[src/rtl/wlru_pkg.sv]
// Shared widths, codes, types and reset values of the weighted LRU cache.
`default_nettype none
package wlru_pkg;

  localparam int unsigned DEFAULT_CAPACITY = 32;

  localparam int unsigned KEY_W       = 32;
  localparam int unsigned HANDLE_W    = 16;
  localparam int unsigned WEIGHT_W    = 20;
  localparam int unsigned OP_W        = 2;
  localparam int unsigned TOTAL_OUT_W = 25;
  localparam int unsigned COUNT_OUT_W = 6;
  localparam int unsigned IN_DATA_W   = 72;
  localparam int unsigned OUT_DATA_W  = 56;

  localparam logic [TOTAL_OUT_W-1:0] BUDGET_RESET = 25'd50000;
  localparam logic [TOTAL_OUT_W-1:0] TOTAL_MAX    = 25'h1FFFFFF;

  localparam logic [OP_W-1:0] OP_GET  = 2'd0;
  localparam logic [OP_W-1:0] OP_PUT  = 2'd1;
  localparam logic [OP_W-1:0] OP_DROP = 2'd2;

  typedef struct packed {
    logic [KEY_W-1:0]    key;
    logic [HANDLE_W-1:0] handle;
    logic [WEIGHT_W-1:0] weight;
  } entry_t;

  typedef enum logic [3:0] {
    ST_IDLE,
    ST_SRCH,
    ST_MOVE,
    ST_FRONT,
    ST_EV_CHK,
    ST_EV_RD,
    ST_EV_WT,
    ST_RESP
  } state_e;

endpackage
`default_nettype wire

[src/rtl/weighted_lru_cache.sv]
// Weighted LRU cache: sequencer, entry memory in recency order and running weight total.
// Steps per item: search; on a put that misses a full cache, eviction of the back entry;
// shift of the order; front write (not on a drop); on a put, a budget check with an eviction
// while over budget; then the result register. One memory read and one write a cycle.
// One item at a time: a new item is taken only once the last result is registered.
// Reset: entry count and total cleared, row budget 50000; entry memory is not cleared.
`default_nettype none
module weighted_lru_cache #(
  parameter int unsigned CAPACITY = wlru_pkg::DEFAULT_CAPACITY
) (
  input  wire logic                                 clk_i,
  input  wire logic                                 rst_ni,
  // tdata: key_id[31:0], data_handle[47:32], row_weight[67:48], zero fill
  input  wire logic [wlru_pkg::IN_DATA_W-1:0]       s_axis_tdata,
  // tuser: operation[1:0]
  input  wire logic [wlru_pkg::OP_W-1:0]            s_axis_tuser,
  input  wire logic                                 s_axis_tvalid,
  output logic                                      s_axis_tready,
  // tdata: hit[0], handle_out[16:1], evicted_count[22:17], entries_in_use[28:23],
  //        total_rows[53:29], zero fill
  output logic [wlru_pkg::OUT_DATA_W-1:0]           m_axis_tdata,
  output logic                                      m_axis_tvalid,
  input  wire logic                                 m_axis_tready,
  input  wire logic [wlru_pkg::TOTAL_OUT_W-1:0]     cfg_data_i,
  input  wire logic                                 cfg_valid_i,
  output logic                                      cfg_ready_o
);

  localparam int unsigned CNT_W   = $clog2(CAPACITY + 1);
  localparam int unsigned POS_W   = (CAPACITY > 1) ? $clog2(CAPACITY) : 1;
  localparam int unsigned TOT_W   = (wlru_pkg::WEIGHT_W + CNT_W > wlru_pkg::TOTAL_OUT_W) ?
                                    wlru_pkg::WEIGHT_W + CNT_W : wlru_pkg::TOTAL_OUT_W;
  localparam int unsigned CNT_X_W = (CNT_W > wlru_pkg::COUNT_OUT_W) ?
                                    CNT_W : wlru_pkg::COUNT_OUT_W;

  wlru_pkg::state_e state_q, state_d;

  logic [wlru_pkg::OP_W-1:0]        op_q, op_d;
  logic [wlru_pkg::KEY_W-1:0]       key_q, key_d;
  logic [wlru_pkg::HANDLE_W-1:0]    hnd_q, hnd_d;
  logic [wlru_pkg::WEIGHT_W-1:0]    wgt_q, wgt_d;
  logic [CNT_W-1:0]                 cnt_q, cnt_d;
  logic [TOT_W-1:0]                 tot_q, tot_d;
  logic [wlru_pkg::TOTAL_OUT_W-1:0] budget_q;
  logic [CNT_W-1:0]                 rd_ptr_q, rd_ptr_d;
  logic [CNT_W-1:0]                 cmp_ptr_q, cmp_ptr_d;
  logic                             rvalid_q, rvalid_d;
  logic                             hit_q, hit_d;
  logic [wlru_pkg::HANDLE_W-1:0]    hout_q, hout_d;
  logic [CNT_W-1:0]                 evc_q, evc_d;
  logic                             ins_q, ins_d;
  logic [CNT_W-1:0]                 src_q, src_d;
  logic [CNT_W-1:0]                 rem_q, rem_d;
  logic                             down_q, down_d;
  logic                             wpend_q, wpend_d;
  logic [CNT_W-1:0]                 wsrc_q, wsrc_d;
  wlru_pkg::entry_t                 front_q, front_d;
  logic                             ovalid_q, ovalid_d;
  logic [wlru_pkg::OUT_DATA_W-1:0]  odata_q, odata_d;

  wlru_pkg::entry_t entry_mem_q [CAPACITY];
  wlru_pkg::entry_t rdata_q;
  logic             mem_re, mem_we;
  logic [POS_W-1:0] mem_raddr, mem_waddr;
  wlru_pkg::entry_t mem_wdata;

  logic                             s_accept;
  logic                             key_match, found, miss;
  logic                             move_done, over_budget, out_free;
  logic [CNT_W-1:0]                 mv_dst;
  logic [CNT_W-1:0]                 cnt_m1;
  logic [TOT_W-1:0]                 rd_wgt;
  logic [CNT_X_W-1:0]               cnt_x, evc_x;
  logic [wlru_pkg::TOTAL_OUT_W-1:0] total_sat;

  assign s_accept    = s_axis_tvalid && s_axis_tready;
  assign key_match   = rvalid_q && (rdata_q.key == key_q);
  assign found       = (state_q == wlru_pkg::ST_SRCH) && key_match;
  assign cnt_m1      = cnt_q - CNT_W'(1);
  assign miss        = (state_q == wlru_pkg::ST_SRCH) && !key_match &&
                       ((cnt_q == '0) || (rvalid_q && (cmp_ptr_q == cnt_m1)));
  assign move_done   = (rem_q == '0) && !wpend_q;
  assign over_budget = (cnt_q > CNT_W'(1)) && (tot_q > TOT_W'(budget_q));
  assign out_free    = !ovalid_q || m_axis_tready;
  assign mv_dst      = down_q ? wsrc_q + CNT_W'(1) : wsrc_q - CNT_W'(1);
  assign rd_wgt      = TOT_W'(rdata_q.weight);
  assign cnt_x       = CNT_X_W'(cnt_q);
  assign evc_x       = CNT_X_W'(evc_q);
  assign total_sat   = (tot_q > TOT_W'(wlru_pkg::TOTAL_MAX)) ?
                       wlru_pkg::TOTAL_MAX : tot_q[wlru_pkg::TOTAL_OUT_W-1:0];

  assign s_axis_tready = (state_q == wlru_pkg::ST_IDLE);
  assign m_axis_tvalid = ovalid_q;
  assign m_axis_tdata  = odata_q;
  assign cfg_ready_o   = 1'b1;

  always_comb begin
    state_d = state_q;
    case (state_q)
      wlru_pkg::ST_IDLE: begin
        if (s_accept) begin
          if (s_axis_tuser == wlru_pkg::OP_GET || s_axis_tuser == wlru_pkg::OP_PUT ||
              s_axis_tuser == wlru_pkg::OP_DROP) begin
            state_d = wlru_pkg::ST_SRCH;
          end else begin
            state_d = wlru_pkg::ST_RESP;
          end
        end
      end
      wlru_pkg::ST_SRCH: begin
        if (found) begin
          state_d = wlru_pkg::ST_MOVE;
        end else if (miss) begin
          if (op_q == wlru_pkg::OP_PUT) begin
            state_d = (cnt_q >= CNT_W'(CAPACITY)) ? wlru_pkg::ST_EV_RD : wlru_pkg::ST_MOVE;
          end else begin
            state_d = wlru_pkg::ST_RESP;
          end
        end
      end
      wlru_pkg::ST_MOVE: begin
        if (move_done) begin
          state_d = (op_q == wlru_pkg::OP_DROP) ? wlru_pkg::ST_RESP : wlru_pkg::ST_FRONT;
        end
      end
      wlru_pkg::ST_FRONT: begin
        state_d = (op_q == wlru_pkg::OP_PUT) ? wlru_pkg::ST_EV_CHK : wlru_pkg::ST_RESP;
      end
      wlru_pkg::ST_EV_CHK: begin
        state_d = over_budget ? wlru_pkg::ST_EV_RD : wlru_pkg::ST_RESP;
      end
      wlru_pkg::ST_EV_RD: begin
        state_d = wlru_pkg::ST_EV_WT;
      end
      wlru_pkg::ST_EV_WT: begin
        state_d = ins_q ? wlru_pkg::ST_MOVE : wlru_pkg::ST_EV_CHK;
      end
      wlru_pkg::ST_RESP: begin
        if (out_free) begin
          state_d = wlru_pkg::ST_IDLE;
        end
      end
      default: begin
        state_d = wlru_pkg::ST_IDLE;
      end
    endcase
  end

  always_comb begin
    op_d      = op_q;
    key_d     = key_q;
    hnd_d     = hnd_q;
    wgt_d     = wgt_q;
    cnt_d     = cnt_q;
    tot_d     = tot_q;
    rd_ptr_d  = rd_ptr_q;
    cmp_ptr_d = cmp_ptr_q;
    rvalid_d  = 1'b0;
    hit_d     = hit_q;
    hout_d    = hout_q;
    evc_d     = evc_q;
    ins_d     = ins_q;
    src_d     = src_q;
    rem_d     = rem_q;
    down_d    = down_q;
    wpend_d   = 1'b0;
    wsrc_d    = wsrc_q;
    front_d   = front_q;
    ovalid_d  = ovalid_q && !m_axis_tready;
    odata_d   = odata_q;
    mem_re    = 1'b0;
    mem_raddr = '0;
    mem_we    = 1'b0;
    mem_waddr = '0;
    mem_wdata = front_q;
    case (state_q)
      wlru_pkg::ST_IDLE: begin
        if (s_accept) begin
          op_d     = s_axis_tuser;
          key_d    = s_axis_tdata[31:0];
          hnd_d    = s_axis_tdata[47:32];
          wgt_d    = s_axis_tdata[67:48];
          hit_d    = 1'b0;
          hout_d   = '0;
          evc_d    = '0;
          ins_d    = 1'b0;
          rd_ptr_d = '0;
          rem_d    = '0;
        end
      end
      wlru_pkg::ST_SRCH: begin
        if (rd_ptr_q < cnt_q) begin
          mem_re    = 1'b1;
          mem_raddr = rd_ptr_q[POS_W-1:0];
          rd_ptr_d  = rd_ptr_q + CNT_W'(1);
          rvalid_d  = 1'b1;
          cmp_ptr_d = rd_ptr_q;
        end
        if (found) begin
          hit_d = 1'b1;
          case (op_q)
            wlru_pkg::OP_GET: begin
              hout_d  = rdata_q.handle;
              front_d = rdata_q;
              rem_d   = cmp_ptr_q;
              src_d   = cmp_ptr_q - CNT_W'(1);
              down_d  = 1'b1;
            end
            wlru_pkg::OP_PUT: begin
              tot_d   = tot_q - rd_wgt;
              front_d = '{key: key_q, handle: hnd_q, weight: wgt_q};
              rem_d   = cmp_ptr_q;
              src_d   = cmp_ptr_q - CNT_W'(1);
              down_d  = 1'b1;
            end
            default: begin
              tot_d  = tot_q - rd_wgt;
              rem_d  = cnt_m1 - cmp_ptr_q;
              src_d  = cmp_ptr_q + CNT_W'(1);
              down_d = 1'b0;
              cnt_d  = cnt_m1;
            end
          endcase
        end else if (miss && op_q == wlru_pkg::OP_PUT) begin
          front_d = '{key: key_q, handle: hnd_q, weight: wgt_q};
          if (cnt_q >= CNT_W'(CAPACITY)) begin
            ins_d = 1'b1;
          end else begin
            rem_d  = cnt_q;
            src_d  = cnt_m1;
            down_d = 1'b1;
            cnt_d  = cnt_q + CNT_W'(1);
          end
        end
      end
      wlru_pkg::ST_MOVE: begin
        if (wpend_q) begin
          mem_we    = 1'b1;
          mem_waddr = mv_dst[POS_W-1:0];
          mem_wdata = rdata_q;
        end
        if (rem_q != '0) begin
          mem_re    = 1'b1;
          mem_raddr = src_q[POS_W-1:0];
          src_d     = down_q ? src_q - CNT_W'(1) : src_q + CNT_W'(1);
          rem_d     = rem_q - CNT_W'(1);
          wpend_d   = 1'b1;
          wsrc_d    = src_q;
        end
      end
      wlru_pkg::ST_FRONT: begin
        mem_we    = 1'b1;
        mem_waddr = '0;
        mem_wdata = front_q;
        if (op_q == wlru_pkg::OP_PUT) begin
          tot_d = tot_q + TOT_W'(wgt_q);
        end
      end
      wlru_pkg::ST_EV_RD: begin
        mem_re    = 1'b1;
        mem_raddr = cnt_m1[POS_W-1:0];
      end
      wlru_pkg::ST_EV_WT: begin
        tot_d = tot_q - rd_wgt;
        evc_d = evc_q + CNT_W'(1);
        if (ins_q) begin
          ins_d  = 1'b0;
          rem_d  = cnt_m1;
          src_d  = cnt_q - CNT_W'(2);
          down_d = 1'b1;
        end else begin
          cnt_d = cnt_m1;
        end
      end
      wlru_pkg::ST_RESP: begin
        if (out_free) begin
          ovalid_d = 1'b1;
          odata_d  = {2'b00, total_sat, cnt_x[wlru_pkg::COUNT_OUT_W-1:0],
                      evc_x[wlru_pkg::COUNT_OUT_W-1:0], hout_q, hit_q};
        end
      end
      default: begin
        ovalid_d = ovalid_q && !m_axis_tready;
      end
    endcase
  end

  always_ff @(posedge clk_i) begin
    if (mem_we) begin
      entry_mem_q[mem_waddr] <= mem_wdata;
    end
    if (mem_re) begin
      rdata_q <= entry_mem_q[mem_raddr];
    end
  end

  always_ff @(posedge clk_i or negedge rst_ni) begin
    if (!rst_ni) begin
      state_q  <= wlru_pkg::ST_IDLE;
      cnt_q    <= '0;
      tot_q    <= '0;
      budget_q <= wlru_pkg::BUDGET_RESET;
      rvalid_q <= 1'b0;
      wpend_q  <= 1'b0;
      rem_q    <= '0;
      ins_q    <= 1'b0;
      ovalid_q <= 1'b0;
    end else begin
      state_q  <= state_d;
      cnt_q    <= cnt_d;
      tot_q    <= tot_d;
      rvalid_q <= rvalid_d;
      wpend_q  <= wpend_d;
      rem_q    <= rem_d;
      ins_q    <= ins_d;
      ovalid_q <= ovalid_d;
      if (cfg_valid_i && cfg_ready_o) begin
        budget_q <= cfg_data_i;
      end
    end
  end

  always_ff @(posedge clk_i) begin
    op_q      <= op_d;
    key_q     <= key_d;
    hnd_q     <= hnd_d;
    wgt_q     <= wgt_d;
    rd_ptr_q  <= rd_ptr_d;
    cmp_ptr_q <= cmp_ptr_d;
    hit_q     <= hit_d;
    hout_q    <= hout_d;
    evc_q     <= evc_d;
    src_q     <= src_d;
    down_q    <= down_d;
    wsrc_q    <= wsrc_d;
    front_q   <= front_d;
    odata_q   <= odata_d;
  end

  a_count_bound: assert property (@(posedge clk_i) disable iff (!rst_ni)
    cnt_q <= CNT_W'(CAPACITY))
    else $error("entry count beyond capacity");

  a_result_from_resp: assert property (@(posedge clk_i) disable iff (!rst_ni)
    $rose(ovalid_q) |-> $past(state_q == wlru_pkg::ST_RESP))
    else $error("result raised outside the response step");

  a_evict_drops_one: assert property (@(posedge clk_i) disable iff (!rst_ni)
    (state_q == wlru_pkg::ST_EV_WT && !ins_q) |=> cnt_q == $past(cnt_m1))
    else $error("eviction did not remove exactly one entry");

  a_write_in_range: assert property (@(posedge clk_i) disable iff (!rst_ni)
    mem_we |-> (CNT_W'(mem_waddr) < cnt_q))
    else $error("entry write outside the occupied range");

endmodule
`default_nettype wire
[config.mk]
export PLATFORM = sky130hd
export DESIGN_NAME = weighted_lru_cache
export DESIGN_NICKNAME = d
export VERILOG_FILES = /design/src/rtl/wlru_pkg.sv /design/src/rtl/weighted_lru_cache.sv
export SDC_FILE = /design/constraint.sdc
export NUM_CORES = 2
export LEC_CHECK = 0
export BUFFER_PORTS_ARGS = -buffer_cell sky130_fd_sc_hd__buf_2
export CORE_UTILIZATION = 45
export DETAILED_ROUTE_END_ITERATION = 10
export PLACE_DENSITY = 0.72
export SYNTH_ARGS = -nofsm -noshare
export SYNTH_HDL_FRONTEND = slang
export SYNTH_SLANG_ARGS = --single-unit
[constraint.sdc]
create_clock -name clk_i -period 7.7 [get_ports clk_i]
set_clock_uncertainty 0.1 [all_clocks]
set_input_delay 0.385 -clock clk_i [delete_from_list [all_inputs] [get_ports clk_i]]
set_output_delay 0.385 -clock clk_i [all_outputs]
set_load 0.05 [all_outputs]
# ---- Word level (Yosys, flattened, before mapping)
# Memories as Yosys holds them, arrays and structs flattened. A register that Yosys moved wholly into a read port is not among the register bits.
# Cells that the tools add are included.
dict set report op_classes {
  n_addsub 15
  n_mul 0
  n_div 0
  n_lt_le_gt_ge 5
  eq_ne 32
  shifts 0
  muxes 81
  bitwise_logic 0
  n_reduce_logical 49
}
# cell n
set ops {}
lappend ops {{68-bit two-way mux} 4}
lappend ops {{68-bit case mux with 2 select lines} 1}
lappend ops {{6-bit two-way mux} 20}
lappend ops {{26-bit two-way mux} 3}
lappend ops {{26-bit case mux with 3 select lines} 1}
lappend ops {{16-bit two-way mux} 3}
lappend ops {{6-bit case mux with 2 select lines} 3}
lappend ops {{32-bit == test} 1}
lappend ops {{16-bit case mux with 2 select lines} 1}
lappend ops {{4-bit case mux with 8 select lines} 1}
lappend ops {{6-bit by 1-bit adder with 6-bit output (second input constant)} 5}
lappend ops {{26-bit by 20-bit adder with 26-bit output} 1}
lappend ops {{26-bit by 25-bit > comparator with 1-bit output} 1}
lappend ops {{26-bit by 25-bit > comparator with 1-bit output (second input constant)} 1}
lappend ops {{26-bit by 20-bit subtractor with 26-bit output} 1}
lappend ops {{5-bit two-way mux} 5}
lappend ops {{6-bit case mux with 4 select lines} 1}
lappend ops {{6-bit by 1-bit subtractor with 6-bit output (second input constant)} 4}
lappend ops {{4-bit two-way mux} 5}
lappend ops {{1-bit two-way mux} 19}
lappend ops {{2-bit inequality test (second input constant)} 9}
lappend ops {{6-bit case mux with 3 select lines} 1}
lappend ops {{4-bit by 3-bit == test with 1-bit output (second input constant)} 4}
lappend ops {{4-bit AND reduction} 4}
lappend ops {{36 further kinds} 83}
dict set report totals {
  reg_bits 310
  latchBits 0
  mem_bits_rw 2176
  romBits 0
  input_bits 104
  output_inout_bits 59
  word_cells 209
  memories 1
}
# name words word_bits read_ports rd_clocked_by_memory_dff write_ports line_no
set memory_table {}
lappend memory_table {entry_mem_q 32 68 1 1 1 weighted_lru_cache.sv:61} ;# wlru_pkg::entry_t entry_mem_q [CAPACITY];

# ---- Depth between registers and ports, before layout
dict set report depth {
  ltp_word 9
  depth_mapped 18
  depth_no_buf 18
}

# ---- Worst setup path before layout
# OpenSTA, ideal clock, no wires.
dict set report synth_path {
  kind {reg2reg}
  start {register cnt_q[2]}
  end {register front_q[0] (netlist name), enable pin}
  setup_time_ps 578
  arrival_time_ps 6915
  required_time_ps 7022
  slack_ps 108
  path_stages_with_launch 11
  n_path_buf 1
  period_less_slack_ps 7592
  path_cell_list {dfrtp_1 -> clkbuf_1 -> inv_1 -> ha_1 -> a21boi_0 -> xnor2_1 -> ha_1 -> nand4_1 -> o31ai_1 -> a21oi_1 -> nor3_1}
}
dict set report synth_via {
  elab_chain_len 8
  elab_cells_between_ends 9
  classes_between {add/sub (1); eq/ne (1); reduce/logical (7)}
}
# element line_no
set synth_rtl {}
lappend synth_rtl {{from (decl)} weighted_lru_cache.sv:42} ;# logic [CNT_W-1:0] cnt_q, cnt_d;
lappend synth_rtl {{from (signal assigned)} weighted_lru_cache.sv:310} ;# cnt_q <= cnt_d;
lappend synth_rtl {{6-bit by 1-bit subtractor with 6-bit output} weighted_lru_cache.sv:79} ;# assign cnt_m1 = cnt_q - CNT_W'(1);
lappend synth_rtl {{6-bit == test} weighted_lru_cache.sv:81} ;# ((cnt_q == '0) || (rvalid_q && (cmp_ptr_q == cnt_m1)));
lappend synth_rtl {{1-bit logical AND} weighted_lru_cache.sv:81}
lappend synth_rtl {{1-bit logical OR (*)} weighted_lru_cache.sv:81}
lappend synth_rtl {{1-bit logical AND (*)} weighted_lru_cache.sv:80} ;# assign miss = (state_q == wlru_pkg::ST_SRCH) && !key_match &&
lappend synth_rtl {{1-bit logical AND (*)} weighted_lru_cache.sv:224} ;# end else if (miss && op_q == wlru_pkg::OP_PUT) begin
lappend synth_rtl {{2-bit nonzero test (no source line) (*)} n/a}
lappend synth_rtl {{3-bit AND reduction (no source line) (*)} n/a}
lappend synth_rtl {{to (signal assigned)} weighted_lru_cache.sv:336} ;# front_q <= front_d;
lappend synth_rtl {{to (decl)} weighted_lru_cache.sv:57} ;# wlru_pkg::entry_t front_q, front_d;
# Mark *: on every way between the ends. The rest lies on a longest branch, timed or not.
# A chain may end at the register's enable or synchronous reset.

# ---- Final worst setup path
dict set report layout_path {
  start {register cnt_q[0]}
  end {register rdata_q[49] (netlist name)}
}
dict set report layout_via {
  elab_chain_len 3
  elab_cells_between_ends 6
  classes_between {add/sub (1); order compare (1); mux (4)}
}
# element line_no
set layout_rtl {}
lappend layout_rtl {{6-bit < comparator} weighted_lru_cache.sv:192} ;# if (rd_ptr_q < cnt_q) begin
lappend layout_rtl {{5-bit two-way mux / 1-bit two-way mux (equally long branches)} weighted_lru_cache.sv:192}
lappend layout_rtl {{5-bit case mux with 3 select lines / 1-bit case mux with 3 select lines (equally long branches)} weighted_lru_cache.sv:176} ;# case (state_q)
# Several ways; a longest one is shown, not always the timed one.

==> run_results.csv <==
group,metric,value,unit
status,status,"finished, violations left",
status,violations,"DRC",
grt,track_usage,23.31,%
cells_and_area,nNetsFinal,6862,
routing,wl,271.1,mm
logic_synthesis,yosysTopAreaCell,"edfxtp_1",
routing,drc,50,
logic_synthesis,yosys-top-cells-area,"edfxtp_1 73%, mux2i_1 4.0%, nand2_1 3.6%",
power,leakage,39.37,nW
sta,slew_viol_final,0,
die,rows,174,
logic_synthesis,synth_edf_count,2482,
sta,fin_hold_ws,0.06081,ns
sta,period_minus_slack,5.128,ns
critical_path,cpPeakStageDelay,0.99,ns
cells_and_area,seqCellArea,76290,µm²
routing,post_drt_wl_per_cell,27.43,µm
power,pwr-share-comb,32.6,%
logic_synthesis,synth.avg_cell_area,15.85,µm²
die,dieArea,228600,µm²
logic_synthesis,synth_area,102000,µm²
die,die_w,478.1,µm
critical_path,worst-endpoint-required,8.21,ns
clock_network,cts_root_buf,"clkbuf_16",
clock_network,cts.htree.levels,4,
routing,vias_per_cell,6.126,
power,p_per_area,364.0,nW/µm²
power,pwr-share-seq,39.9,%
sta,finalHoldViolCount,0,
die,coreArea,225100,µm²
power,switchingPower,14.67,mW
grt,grt_pass1_vias,58070,
power,clock_power_share,27.5,%
cells_and_area,nFillCells,17770,
cells_and_area,areaGrowthSynthToFinish,12.94,%
power,swShare,34.98,%
power,irDropWorstVdd,0.6075,mV
sta,period_share,66.59,%
sta,setup_viol,0,
grt,grt_pass1_wl,391.9,mm
logic_synthesis,ys_warn_count,0,
logic_synthesis,yosysMostFrequentCell,"edfxtp_1",
critical_path,path_max_fanout,48,
cells_and_area,layout-drive-gt1-share,13.21,%
logic_synthesis,synth_seq_area_share,74.80,%
clock_network,clockBufferDepth,3,
critical_path,worstPathArrival,5.64,ns
clock_network,clk_pin_slew,0.06,ns
placement,detailed_place_hpwl,141.7,mm
routing,drt-pass1-iter-count,9,
placement,portBuffers,155,
worst_hold_path,hp-class,"in -> reg",
clock_network,post_cts_resize_count,0,
clock_network,cts_sinks,2552,
logic_synthesis,synth_cells,6433,
clock_network,clock_latency,0.88,ns
placement,gp_congestion,0.8216,
logic_synthesis,synth_cell_types,78,
logic_synthesis,synth_top_flop_cell,"edfxtp_1",
sta,setup_tns,0,ns
grt,antenna_found_initial,8,
sta,tightest_slew,1.364,ns
routing,ant_nets,0,
die,start_util,45.31,%
critical_path,end_kind,"flip-flop",
sta,slew-limit-headroom,9.080,%
cells_and_area,multi_input_comb_area,24110,µm²
critical_path,cp_slowest_cell,"or3_4",
logic_synthesis,synthArstFlopShare,2.743,%
routing,dr_total_vias,60540,
logic_synthesis,ys_ff_latch,2552,
die,ioPinCount,163,
critical_path,critPathLaunchType,"flip-flop",
die,die_y,478.1,µm
flow_run,drv_cap,0,
clock_network,cts_buffers,239,
cells_and_area,stdcell_area,115200,µm²
logic_synthesis,synthTopCellsByCount,"2482 x edfxtp_1, 984 x nand2_1, 410 x mux2i_1, 228 x a21oi_1, 218 x clkbuf_1",
grt,overflow,0,
sta,fmax,195.0,MHz
sta,rsz0062_at_grt,"false",
grt,grt_max_degree,188,
placement,place_area,106400,µm²
clock_network,cts_tree,"built",
power,p_int,27.26,mW
routing,drtIter0Drc,7976,
logic_synthesis,synth_top_area_share,73.08,%
critical_path,timing_worst_setup_path_type,"reg -> reg",
critical_path,cp_cell_sequence,"inv_1 -> ha_1 -> xor2_1 -> nand2_1 -> and2_1 -> nand2_4 -> or3_4 -> buf_4 -> a21oi_1 -> nor3_1 -> nand4_1",
[registers in the layout, indices dropped and copies added (netlist names), 16 cells and up]
register and cells:
wgt_q 20, hout_q 16, entry_mem_q 2176, m_axis_tdata 54
rdata_q 48, tot_q 26, front_q 68, budget_q 25
hnd_q 16, key_q 32, rd_wgt 20
[critical path: cells and delay by family, from the launching register on]
kind            cells  cell delay (ns)
flops               1             0.58
compound gates      1             0.11
buf+inv             2             0.82
xor+xnor            1             0.41
simple gates        6             2.51
fa+ha+maj           1             0.32
[routing by layer]
layer  vias to the layer above  track usage, %  wire length [µm]
met5                         -               0                 0
met4                         0           8.067              9487
met3                       585           4.273             31820
met2                      3836           36.74            125300
met1                     30620           32.56            104500
li1                      25500               -                 -
[layout by cell type, fill, tap and decap left out, types with 113 or more instances in the layout]
master / instances
dlygate4sd3_1: 113
nand3_1: 163
a221oi_1: 133
nand2_1: 981
edfxtp_1: 2482
a21oi_1: 228
clkbuf_16: 240
buf_2: 154
mux4_2: 134
mux2i_1: 410
o21ai_0: 146
[layout make-up]
class | count | area share (%)
clock buffer | 303 | 5.437
multi-input combinational | 3421 | 20.93
clock inverter | 147 | 1.220
inverter | 67 | 0.2205
antenna | 9 | 0.01955
sequential | 2552 | 66.23
timing repair buffer | 391 | 2.687
tap | 2992 | 3.250
[metrics by stage]
stage               cells  setup WS, ns  util (%)  power, mW
floorplan            6434        0.1077         -      26.30
global placement     9310         2.669     47.25      30.04
detailed placement   9310         2.519     47.25      30.35
CTS                  9873         2.581     51.16      41.81
global route         9877         2.385     51.16      43.50
finish               9882         2.572     51.17      41.93
[path summary, 6_finish.rpt]
check,from,end,slack [ns],depth (start not counted)
max,cnt_q[0]$_DFFE_PN0P_,rdata_q[49]$_DFFE_PP_,2.57,11
min,cfg_valid_i,budget_q[20]$_DFFE_PN0P_,0.06,3
max reg2reg,cnt_q[0]$_DFFE_PN0P_,rdata_q[49]$_DFFE_PP_,2.57,11
min reg2reg,hout_q[2]$_SDFFCE_PN0P_,m_axis_tdata[3]$_DFFE_PP_,0.32,0
max in group asynchronous,rst_ni,state_q[0]$_DFFE_PN0P_,6.24,3
min in group asynchronous,rst_ni,budget_q[13]$_DFFE_PN0P_,0.16,3
[power groups by stage]
stage	Combinational (mW)	Clock, mW	Sequential, mW
2_1_floorplan	9.36	0	16.9
3_3_place_gp	13.1	0	17.0
3_5_place_dp	13.4	0	17.0
4_1_cts	13.5	11.6	16.7
5_1_grt	14.6	12.1	16.8
6_report	13.7	11.5	16.7
[cell families (layout without fill, tap and decap cells)]
group / after synthesis / after routing / synth area share, %
AOI/OAI and AO/OA: 970 / 970 / 6.524
buffers and inverters: 461 / 908 / 1.958
xor gates and xnor gates: 106 / 106 / 0.9238
adders and majority gates: 86 / 86 / 1.092
DFF: 2552 / 2552 / 74.80
and+or+nand+nor: 1670 / 1670 / 7.249
other: 2 / 12 / 0.007363
muxes: 586 / 586 / 7.446
[timing repair]
action,4_1_cts,5_1_grt
endpoints found under the hold margin,163,0
endpoints found under the setup margin,0,0
setup buffers,0,0
hold buffers,113,0
No activity file was read; power rests on OpenSTA's default activity.
